`config.mk`:
```
export PLATFORM = sky130hd
export DESIGN_NAME = radix_text_to_word_parser
export DESIGN_NICKNAME = d
export VERILOG_FILES = /design/src/rtl/rtwp_pkg.sv /design/src/rtl/radix_text_to_word_parser.sv /design/src/rtl/rtwp_digit_decode.sv /design/src/rtl/rtwp_parse_core.sv
export SDC_FILE = /design/constraint.sdc
export NUM_CORES = 1
export LEC_CHECK = 0
export BUFFER_PORTS_ARGS = -buffer_cell sky130_fd_sc_hd__buf_2
export CELL_PAD_IN_SITES_DETAIL_PLACEMENT = 1
export CELL_PAD_IN_SITES_GLOBAL_PLACEMENT = 1
export CORE_AREA = 5 5 111 113
export DETAILED_ROUTE_END_ITERATION = 16
export DIE_AREA = 0 0 116 118
export PLACE_DENSITY = 0.75
export SYNTH_ARGS = -nofsm -noshare
export SYNTH_HDL_FRONTEND = slang
export SYNTH_HIERARCHICAL = 1
export SYNTH_SLANG_ARGS = --single-unit
```
`constraint.sdc`:
```
create_clock -name clk_i -period 5.7 [get_ports clk_i]
set_clock_uncertainty 0.05 [all_clocks]
set_input_delay 1.14 -clock clk_i [delete_from_list [all_inputs] [get_ports clk_i]]
set_output_delay 1.14 -clock clk_i [all_outputs]
set_load 0.01 [all_outputs]
```
`src/rtl/rtwp_pkg.sv`:
```
package rtwp_pkg;

  typedef enum logic [1:0] {
    PH_IDLE   = 2'd0,
    PH_NUMBER = 2'd1,
    PH_HALTED = 2'd2
  } phase_e;

  // Radix codes; any other code behaves as hexadecimal
  localparam logic [1:0] RADIX_BIN = 2'd0;
  localparam logic [1:0] RADIX_OCT = 2'd1;
  localparam logic [1:0] RADIX_HEX = 2'd2;

  localparam logic [5:0] CAP_BIN = 6'd32;
  localparam logic [5:0] CAP_OCT = 6'd11;
  localparam logic [5:0] CAP_HEX = 6'd8;

  localparam logic [7:0] CH_0   = 8'h30;
  localparam logic [7:0] CH_1   = 8'h31;
  localparam logic [7:0] CH_7   = 8'h37;
  localparam logic [7:0] CH_9   = 8'h39;
  localparam logic [7:0] CH_A   = 8'h61;
  localparam logic [7:0] CH_F   = 8'h66;
  localparam logic [7:0] CH_NUL = 8'h00;

  typedef struct packed {
    logic       is_digit;  // valid digit for the current radix
    logic [3:0] value;     // digit value when is_digit
    logic       starter;   // 0-9 or a-f
    logic       stop;      // NUL or byte of 128 and above
    logic [5:0] cap;       // digit cap for the current radix
  } dec_t;

endpackage

```
`src/rtl/radix_text_to_word_parser.sv`:
```
// Parses a stream of ASCII bytes into 32-bit words in radix 2, 8 or 16, chosen by
// cfg_wdata_i (0 binary, 1 octal, 2 or 3 hexadecimal, reset hexadecimal). One byte is
// taken every cycle while no word is held at a stalled output. A byte goes through an
// input register, and its word, if any, is then loaded into the output register that
// drives out_valid_o. The accumulator and digit count are updated as each byte is
// taken, so parsing a number does not slow the byte stream. A word is produced when a
// number ends on a non-digit, when the digit cap is hit (32, 11 or 8 digits), for a
// starter byte not valid in the radix (word 0), or on end_of_input_i inside a number.
// NUL or a byte of 128 and above outside a number stops parsing until end_of_input_i.
// Change the radix only while no word is in flight.
module radix_text_to_word_parser (
  input  logic        clk_i,
  input  logic        rst_ni,
  input  logic        cfg_we_i,
  input  logic [1:0]  cfg_wdata_i,
  input  logic        in_valid_i,
  output logic        in_stall_o,
  input  logic [7:0]  text_byte_i,
  input  logic        end_of_input_i,
  output logic        out_valid_o,
  input  logic        out_stall_i,
  output logic [31:0] word_value_o
);
  import rtwp_pkg::*;

  logic [1:0] radix_q;
  logic       s1_valid_q, s1_valid_d;
  logic [7:0] s1_byte_q, s1_byte_d;
  logic       s1_end_q, s1_end_d;
  logic       take;
  logic       in_accept;
  dec_t       dec;

  assign in_stall_o = s1_valid_q && !take;
  assign in_accept  = in_valid_i && !in_stall_o;

  always_comb begin
    s1_valid_d = s1_valid_q && !take;
    s1_byte_d  = s1_byte_q;
    s1_end_d   = s1_end_q;
    if (in_accept) begin
      s1_valid_d = 1'b1;
      s1_byte_d  = text_byte_i;
      s1_end_d   = end_of_input_i;
    end
  end

  always_ff @(posedge clk_i or negedge rst_ni) begin
    if (!rst_ni) begin
      radix_q    <= RADIX_HEX;
      s1_valid_q <= 1'b0;
    end else begin
      s1_valid_q <= s1_valid_d;
      if (cfg_we_i) begin
        radix_q <= cfg_wdata_i;
      end
    end
  end

  always_ff @(posedge clk_i) begin
    s1_byte_q <= s1_byte_d;
    s1_end_q  <= s1_end_d;
  end

  rtwp_digit_decode u_decode (
    .text_byte_i (s1_byte_q),
    .radix_i     (radix_q),
    .dec_o       (dec)
  );

  rtwp_parse_core u_core (
    .clk_i        (clk_i),
    .rst_ni       (rst_ni),
    .item_valid_i (s1_valid_q),
    .item_end_i   (s1_end_q),
    .dec_i        (dec),
    .radix_i      (radix_q),
    .out_stall_i  (out_stall_i),
    .take_o       (take),
    .out_valid_o  (out_valid_o),
    .word_value_o (word_value_o)
  );

endmodule

```
`src/rtl/rtwp_digit_decode.sv`:
```
module rtwp_digit_decode (
  input  logic [7:0]     text_byte_i,
  input  logic [1:0]     radix_i,
  output rtwp_pkg::dec_t dec_o
);
  import rtwp_pkg::*;

  logic is_dec;
  logic is_hex_letter;

  always_comb begin
    is_dec        = (text_byte_i inside {[CH_0:CH_9]});
    is_hex_letter = (text_byte_i inside {[CH_A:CH_F]});

    dec_o.starter = is_dec || is_hex_letter;
    dec_o.stop    = (text_byte_i == CH_NUL) || text_byte_i[7];
    // 'a' has low nibble 1, so add 9 to land on 10
    dec_o.value   = is_hex_letter ? 4'(text_byte_i[3:0] + 4'd9) : text_byte_i[3:0];

    case (radix_i)
      RADIX_BIN: begin
        dec_o.is_digit = (text_byte_i inside {[CH_0:CH_1]});
        dec_o.cap      = CAP_BIN;
      end
      RADIX_OCT: begin
        dec_o.is_digit = (text_byte_i inside {[CH_0:CH_7]});
        dec_o.cap      = CAP_OCT;
      end
      default: begin
        dec_o.is_digit = is_dec || is_hex_letter;
        dec_o.cap      = CAP_HEX;
      end
    endcase
  end

endmodule

```
`src/rtl/rtwp_parse_core.sv`:
```
module rtwp_parse_core (
  input  logic           clk_i,
  input  logic           rst_ni,
  input  logic           item_valid_i,
  input  logic           item_end_i,
  input  rtwp_pkg::dec_t dec_i,
  input  logic [1:0]     radix_i,
  input  logic           out_stall_i,
  output logic           take_o,
  output logic           out_valid_o,
  output logic [31:0]    word_value_o
);
  import rtwp_pkg::*;

  phase_e      phase_q, phase_d;
  logic [31:0] acc_q, acc_d;
  logic [5:0]  cnt_q, cnt_d;
  logic        out_valid_q, out_valid_d;
  logic [31:0] word_q, word_d;

  logic [31:0] acc_shift;
  logic [5:0]  cnt_inc;
  logic        emit;
  logic [31:0] emit_value;

  // Result register is free when empty or being taken
  assign take_o = item_valid_i && (!out_valid_q || !out_stall_i);

  always_comb begin
    case (radix_i)
      RADIX_BIN: acc_shift = {acc_q[30:0], dec_i.value[0]};
      RADIX_OCT: acc_shift = {acc_q[28:0], dec_i.value[2:0]};
      default:   acc_shift = {acc_q[27:0], dec_i.value};
    endcase
    cnt_inc = 6'(cnt_q + 6'd1);
  end

  // Next state
  always_comb begin
    phase_d = phase_q;
    acc_d   = acc_q;
    cnt_d   = cnt_q;
    if (take_o) begin
      if (item_end_i) begin
        phase_d = PH_IDLE;
        acc_d   = '0;
        cnt_d   = '0;
      end else begin
        case (phase_q)
          PH_HALTED: begin
            phase_d = PH_HALTED;
          end
          PH_NUMBER: begin
            if (dec_i.is_digit && (cnt_inc < dec_i.cap)) begin
              acc_d = acc_shift;
              cnt_d = cnt_inc;
            end else begin
              phase_d = PH_IDLE;
              acc_d   = '0;
              cnt_d   = '0;
            end
          end
          default: begin
            if (dec_i.stop) begin
              phase_d = PH_HALTED;
            end else if (dec_i.starter && dec_i.is_digit) begin
              phase_d = PH_NUMBER;
              acc_d   = 32'(dec_i.value);
              cnt_d   = 6'd1;
            end else if (dec_i.starter) begin
              phase_d = PH_IDLE;
              acc_d   = '0;
              cnt_d   = '0;
            end
          end
        endcase
      end
    end
  end

  // Result generation
  always_comb begin
    emit       = 1'b0;
    emit_value = acc_q;
    if (item_end_i) begin
      emit = (phase_q == PH_NUMBER);
    end else begin
      case (phase_q)
        PH_HALTED: begin
          emit = 1'b0;
        end
        PH_NUMBER: begin
          emit = 1'b1;
          if (dec_i.is_digit) begin
            emit       = (cnt_inc >= dec_i.cap);
            emit_value = acc_shift;
          end
        end
        default: begin
          // out-of-radix starter gives a zero word
          emit       = !dec_i.stop && dec_i.starter && !dec_i.is_digit;
          emit_value = '0;
        end
      endcase
    end
  end

  always_comb begin
    out_valid_d = out_valid_q && out_stall_i;
    word_d      = word_q;
    if (take_o) begin
      out_valid_d = emit;
      if (emit) begin
        word_d = emit_value;
      end
    end
  end

  always_ff @(posedge clk_i or negedge rst_ni) begin
    if (!rst_ni) begin
      phase_q     <= PH_IDLE;
      acc_q       <= '0;
      cnt_q       <= '0;
      out_valid_q <= 1'b0;
    end else begin
      phase_q     <= phase_d;
      acc_q       <= acc_d;
      cnt_q       <= cnt_d;
      out_valid_q <= out_valid_d;
    end
  end

  always_ff @(posedge clk_i) begin
    word_q <= word_d;
  end

  assign out_valid_o  = out_valid_q;
  assign word_value_o = word_q;

endmodule

```
# Yosys cells after proc, flatten, opt, wreduce, memory -nomap -nowiden
# Index checks and enable logic that the tools add are counted.
[word_totals] reg_bits=85 input_bits=16 output_inout_bits=34 wordCells=83
[op_classes] n_addsub=2 magnitude_cmp=8 n_eq_ne=6 n_mux=30 n_reduce_logical=28
[op_table] op="$mux W32" count=7
[op_table] op="$pmux W32 S2" count=3
[op_table] op="$mux W6" count=5
[op_table] op="$le A8 B6 Y1 const B" count=3
[op_table] op="$pmux W6 S2" count=2
[op_table] op="$logic_and A1 B1 Y1" count=12
[op_table] op="$mux W2" count=5
[op_table] op="$ge A8 B6 Y1 const B" count=1
[op_table] op="$ge A8 B7 Y1 const B" count=1
[op_table] op="$le A8 B7 Y1 const B" count=1
[op_table] op="$logic_not A8 Y1" count=1
[op_table] op="$add A6 B1 Y6 const B" count=1
[op_table] op="$ge A6 B6 Y1" count=1
[op_table] op="$logic_not A1 Y1" count=6
[op_table] op="$lt A6 B6 Y1" count=1
[op_table] op="$ne A3 B3 Y1 const B" count=2
[op_table] op="$reduce_bool A6 Y1" count=1
[op_table] op="$add A4 B4 Y4 const B" count=1
[op_table] op="$eq A2 B1 Y1 const B" count=2
[op_table] op="$mux W1" count=4
[op_table] op="$mux W4" count=1
[op_table] op="$pmux W1 S2" count=2
[op_table] op="$pmux W2 S2" count=1
[op_table] op="$reduce_and A4 Y1" count=1
[op_table] op="7 further kinds" count=9

# Logic depth before layout (Yosys ltp)
[depth] ltp_word=9 ltp_mapped=12 depth_no_buf=10

# By module
# The synthesis kept the hierarchy.
[by_module_without_submodules] module="rtwp_parse_core" instances=1 cells_each=418 area_each_um2=4222.8 seq_area_each_um2=1986.9
[by_module_without_submodules] module="radix_text_to_word_parser" instances=1 cells_each=18 area_each_um2=391.6 seq_area_each_um2=346.6
[by_module_without_submodules] module="rtwp_digit_decode" instances=1 cells_each=39 area_each_um2=279.0 seq_area_each_um2=0.0

# Least setup slack after synthesis
# Ideal clock, no wire load.
[synth_path] path_type="reg2reg" startpoint="register s1_byte_q[0]" endpoint="register u_core.word_q[0], in the netlist u_core/word_value_o[0] (enable)" setup_time_ns=0.432 t_arrival_ns=3.496 t_required_ns=5.218 setup_slack_ns=1.722 path_stages_with_launch=11 n_path_buf=0 synth_period_minus_slack_ns=3.978 cell_sequence="edfxtp_1 inv_1 ha_1 nor4b_1 nor4_4 o22ai_1 nor3_1 o2111a_1 o21ai_0 nand3b_1 a21oi_1"
[synth_rtl] element="start: declaration" line_no="radix_text_to_word_parser.sv:28" source="logic [7:0] s1_byte_q, s1_byte_d;"
[synth_rtl] element="start signal: assignment" line_no="radix_text_to_word_parser.sv:61" source="s1_byte_q <= s1_byte_d;"
[synth_rtl] element="end signal: assignment" line_no="rtwp_parse_core.sv:134" source="word_q <= word_d;"
[synth_rtl] element="end: declaration" line_no="rtwp_parse_core.sv:19" source="logic [31:0] word_q, word_d;"

==> metrics.md <==
| Metric | Value |
|---|---|
| Num CTS Buffers | `9` |
| Ant diodes | `0` |
| Flops & latches, synth | `85` |
| Slew Viols, Final | `0` |
| Die Wd | `about 120 µm` |
| Hold Vio Cnt, Final | `0` |
| WP buf/inv | `1` |
| Drt drc | `0` |
| Iter 0 DRT Violations | `~230` |
| GR Layer Usage met3 | `2.06%` |
| Crit-path cells | `or2_2 > inv_1 > ha_1 > a21oi_1 > o2111a_1 > o21ai_0 > nand3b_1 > a21oi_4` |
| Clock latency on the worst-skew pair | `roughly 0.34 ns` |
| Reg2Reg Depth | `8` |
| Synth Flop Type | `dfrtp_1` |
| Async set or reset register ratio after synthesis | `between 50 and 60%` |
| H-tree levels | `3` |
| Top Ports | `50` |
| Avg Cell Area, Syn | `10.3 µm²` |
| Worst Hold Class | `reg -> reg` |
| Die H | `118 µm` |
| Root Buffer | `clkbuf_16` |
| Max FO, Critical Path | `64` |
| EDFF count, synth | `41` |
| Pin count of the biggest net entering global routing | `65` |
| Mapped Cells | `475` |
| Slowest stage cell, crit path | `dfstp_2` |
| Leakage | `2.07 nW` |
| Type of origin of the critical path | `flip-flop` |
| Clock Pin Slew Worst Setup and Hold Paths | `0.06 ns` |
| Starting Density | `between 40% and 50%` |
| Met2 Use GR | `31.5%` |
| Layout cell share with drive strength beyond 1 | `15.8%` |
| Setup Buffers After CTS | `0` |
| Via-to-Cell Ratio | `6.10` |
| Met1 Use GR | `25.3%` |
| Final Power | `1.44 mW` |
| Crit share post-route | `66.1%` |
| CP max stage delay | `1.18 ns` |
| Port bufs | `around 50` |
| Hold Crit Depth | `1` |
| CP required | `5.60 ns` |
| GPL Wtd Cong | `~0.8` |
| Post-Syn Area | `4890 µm²` |
| Tmin final | `3.77 ns` |
| RSZ-0062 raised after global routing | `no` |
| Distinct cells, synth | `53` |
| Instance count on the critical path | `8` |
| Post-CTS Hold Buffers | `0` |
| Fmax | `about 0.27 GHz` |
| # rows | `39` |
| Status | `finished, final reports clean` |
| Slew at the pin with the worst max-slew slack | `1.22 ns` |
| Setup TNS | `0 ns` |
| Worst Path Arrival | `3.67 ns` |
| Sequential-to-total area share from yosys stat | `47.7%` |
| Die area | `13700 µm²` |
| Delay-heaviest family, CP | `compound AO/OA/AOI/OAI gates` |
| First-pass GRT wire length | `20900 µm` |
| DRT antenna net count | `0` |
| MaxCap Viol Count | `0` |
| Final wirelength | `12700 µm` |
| GRT Total Usage | `18.8%` |
| CTS tree | `done` |
| Pwr per Cell Area | `approximately 260 nW/µm²` |
| Core area | `11200 µm²` |
| Drt first pass iters | `4` |
| CP Capture Type | `flip-flop` |
| Clock Tree Buf Depth | `2` |
| Post-DP HPWL | `7840 µm` |
| Nets | `531` |
| Initial antenna violation count | `0` |
| Resize count post-CTS | `0` |
| Worst vdd ir | `125 µV` |
| Setup Viol. Count Final | `0` |
| GRT busiest layer | `met2` |
| Synth Warn # | `6` |
| Area delta synth->final | `11.1%` |
| Fillers | `1261` |
| Wirelength per Cell | `slightly below 20 µm` |
| Vias in the first global route | `4114` |
| Vias post-DR | `roughly 4000` |
| Sink Count | `85` |
| Worst relative slew slack | `18.4%` |
| WS Path Type | `reg -> reg` |
| Gr ovfl total | `0` |
## area by class of cell
| type | instances | area [µm²] | area share (%) |
|---|---|---|---|
| Clock buffer | 11 | 233 | 4.28 |
| Clock inverter | 5 | 51.3 | 0.943 |
| Inverter | 20 | 75.1 | 1.38 |
| Multi-Input combinational cell | 332 | 2280 | 42.0 |
| Sequential cell | 85 | 2330 | 42.9 |
| Tap cell | 143 | 179 | 3.29 |
| Timing Repair Buffer | 54 | 283 | 5.20 |
## sequential cells by signal, indices dropped and copies added, names as in the netlist
name                 count
s1_byte_q                8
radix_q                  2
u_core/cnt_q             6
u_core/phase_q           2
s1_valid_q               1
u_core/word_value_o     32
u_core/acc_q            32
u_core/out_valid_o       1
s1_end_q                 1
## metrics by stage
step / instances / instance area, µm² / utilization [%] / setup slack, ns / hold slack (ns)
after floorplan: 476 / 4900 / - / 1.72 / 0.433
after global placement: 634 / 5150 / 45.9 / 2.07 / 0.450
after detailed placement: 634 / 5150 / 45.9 / 1.94 / 0.456
after CTS: 650 / 5440 / 48.5 / 1.88 / 0.470
after global routing: 650 / 5440 / 48.5 / 1.61 / 0.483
final: 650 / 5440 / 48.5 / 1.93 / 0.469
## worst paths after layout
kind	start	slack, ns	to
min in group asynchronous	rst_ni	0.94	u_core/acc_q[4]$_DFFE_PN0P_
setup / recovery	radix_q[1]$_DFFE_PN1P_	1.93	u_core/word_value_o[20]$_DFFE_PP_
setup reg to reg	radix_q[1]$_DFFE_PN1P_	1.93	u_core/word_value_o[20]$_DFFE_PP_
max in group asynchronous	rst_ni	3.96	radix_q[0]$_DFFE_PN0P_
hold reg to reg	u_core/cnt_q[5]$_DFFE_PN0P_	0.47	u_core/cnt_q[5]$_DFFE_PN0P_
hold / removal	u_core/cnt_q[5]$_DFFE_PN0P_	0.47	u_core/cnt_q[5]$_DFFE_PN0P_
## placed cells by master (no fill, tap or decap), types with 9 or more instances in the layout
cell       instances
buf_2             49
o21ai_0           66
inv_1             20
mux2i_1           31
nand2_1           71
dfrtp_1           43
a22oi_1           33
edfxtp_1          41
ha_1              13
a32o_1            32
clkbuf_16          9
## metal layers
layer / vias to the layer above / part of all wire (%)
li1: 1829 / -
met1: 2022 / 45
met2: 97 / 50
met3: 16 / 3.6
met4: 0 / 1.7
met5: - / 0
## cell families after synthesis
| kind of cell | count (synthesis) | synth area share (%) |
|---|---|---|
| muxes | 34 | 7.03 |
| other | 1 | 0.0766 |
| xor gates and xnor gates | 6 | 1.07 |
| adders and majority gates | 13 | 3.32 |
| AOI/OAI and AO/OA | 163 | 23.7 |
| and+or+nand+nor | 114 | 11.1 |
| buffers and inverters | 59 | 5.93 |
| DFF | 85 | 47.7 |
## Yosys cell counts, drive strengths merged (2+ instances only)
cell	count	area, µm²
nand2b	6	37.5
inv	20	75.1
a2111oi	2	55.1
nand4	3	25.0
o22ai	2	12.5
edfxtp	41	1230
clkbuf	22	92.6
nor2b	4	25.0
buf	17	123
dfrtp	43	1080
a21o	4	31.3
xnor2	4	35.0
ha	13	163
xor2	2	17.5
mux2i	31	310
a31oi	2	12.5
mux2	3	33.8
a32o	32	320
nor2	4	15.0
nand2	71	267
a22oi	33	248
and2	3	18.8
o21bai	2	15.0
a21oi	7	35.0
and3	3	18.8
o21ai	70	350
nor3	6	30.0
nand3	6	30.0
a2bb2oi	2	17.5
## worst reg2reg max path, cell delays in order, from the launching register on
cell and delay, ns:
dfstp_2 1.18, or2_2 0.26, inv_1 0.06, ha_1 0.30
a21oi_1 0.07, o2111a_1 0.27, o21ai_0 0.09, nand3b_1 0.16
a21oi_4 0.93
## report_power, final
part / internal [mW] / switching [mW] / total, mW
logic: 0.0516 / 0.127 / 0.178
clock network: 0.337 / 0.235 / 0.572
registers: 0.668 / 0.0207 / 0.689
No activity file was read; power rests on OpenSTA's default activity.
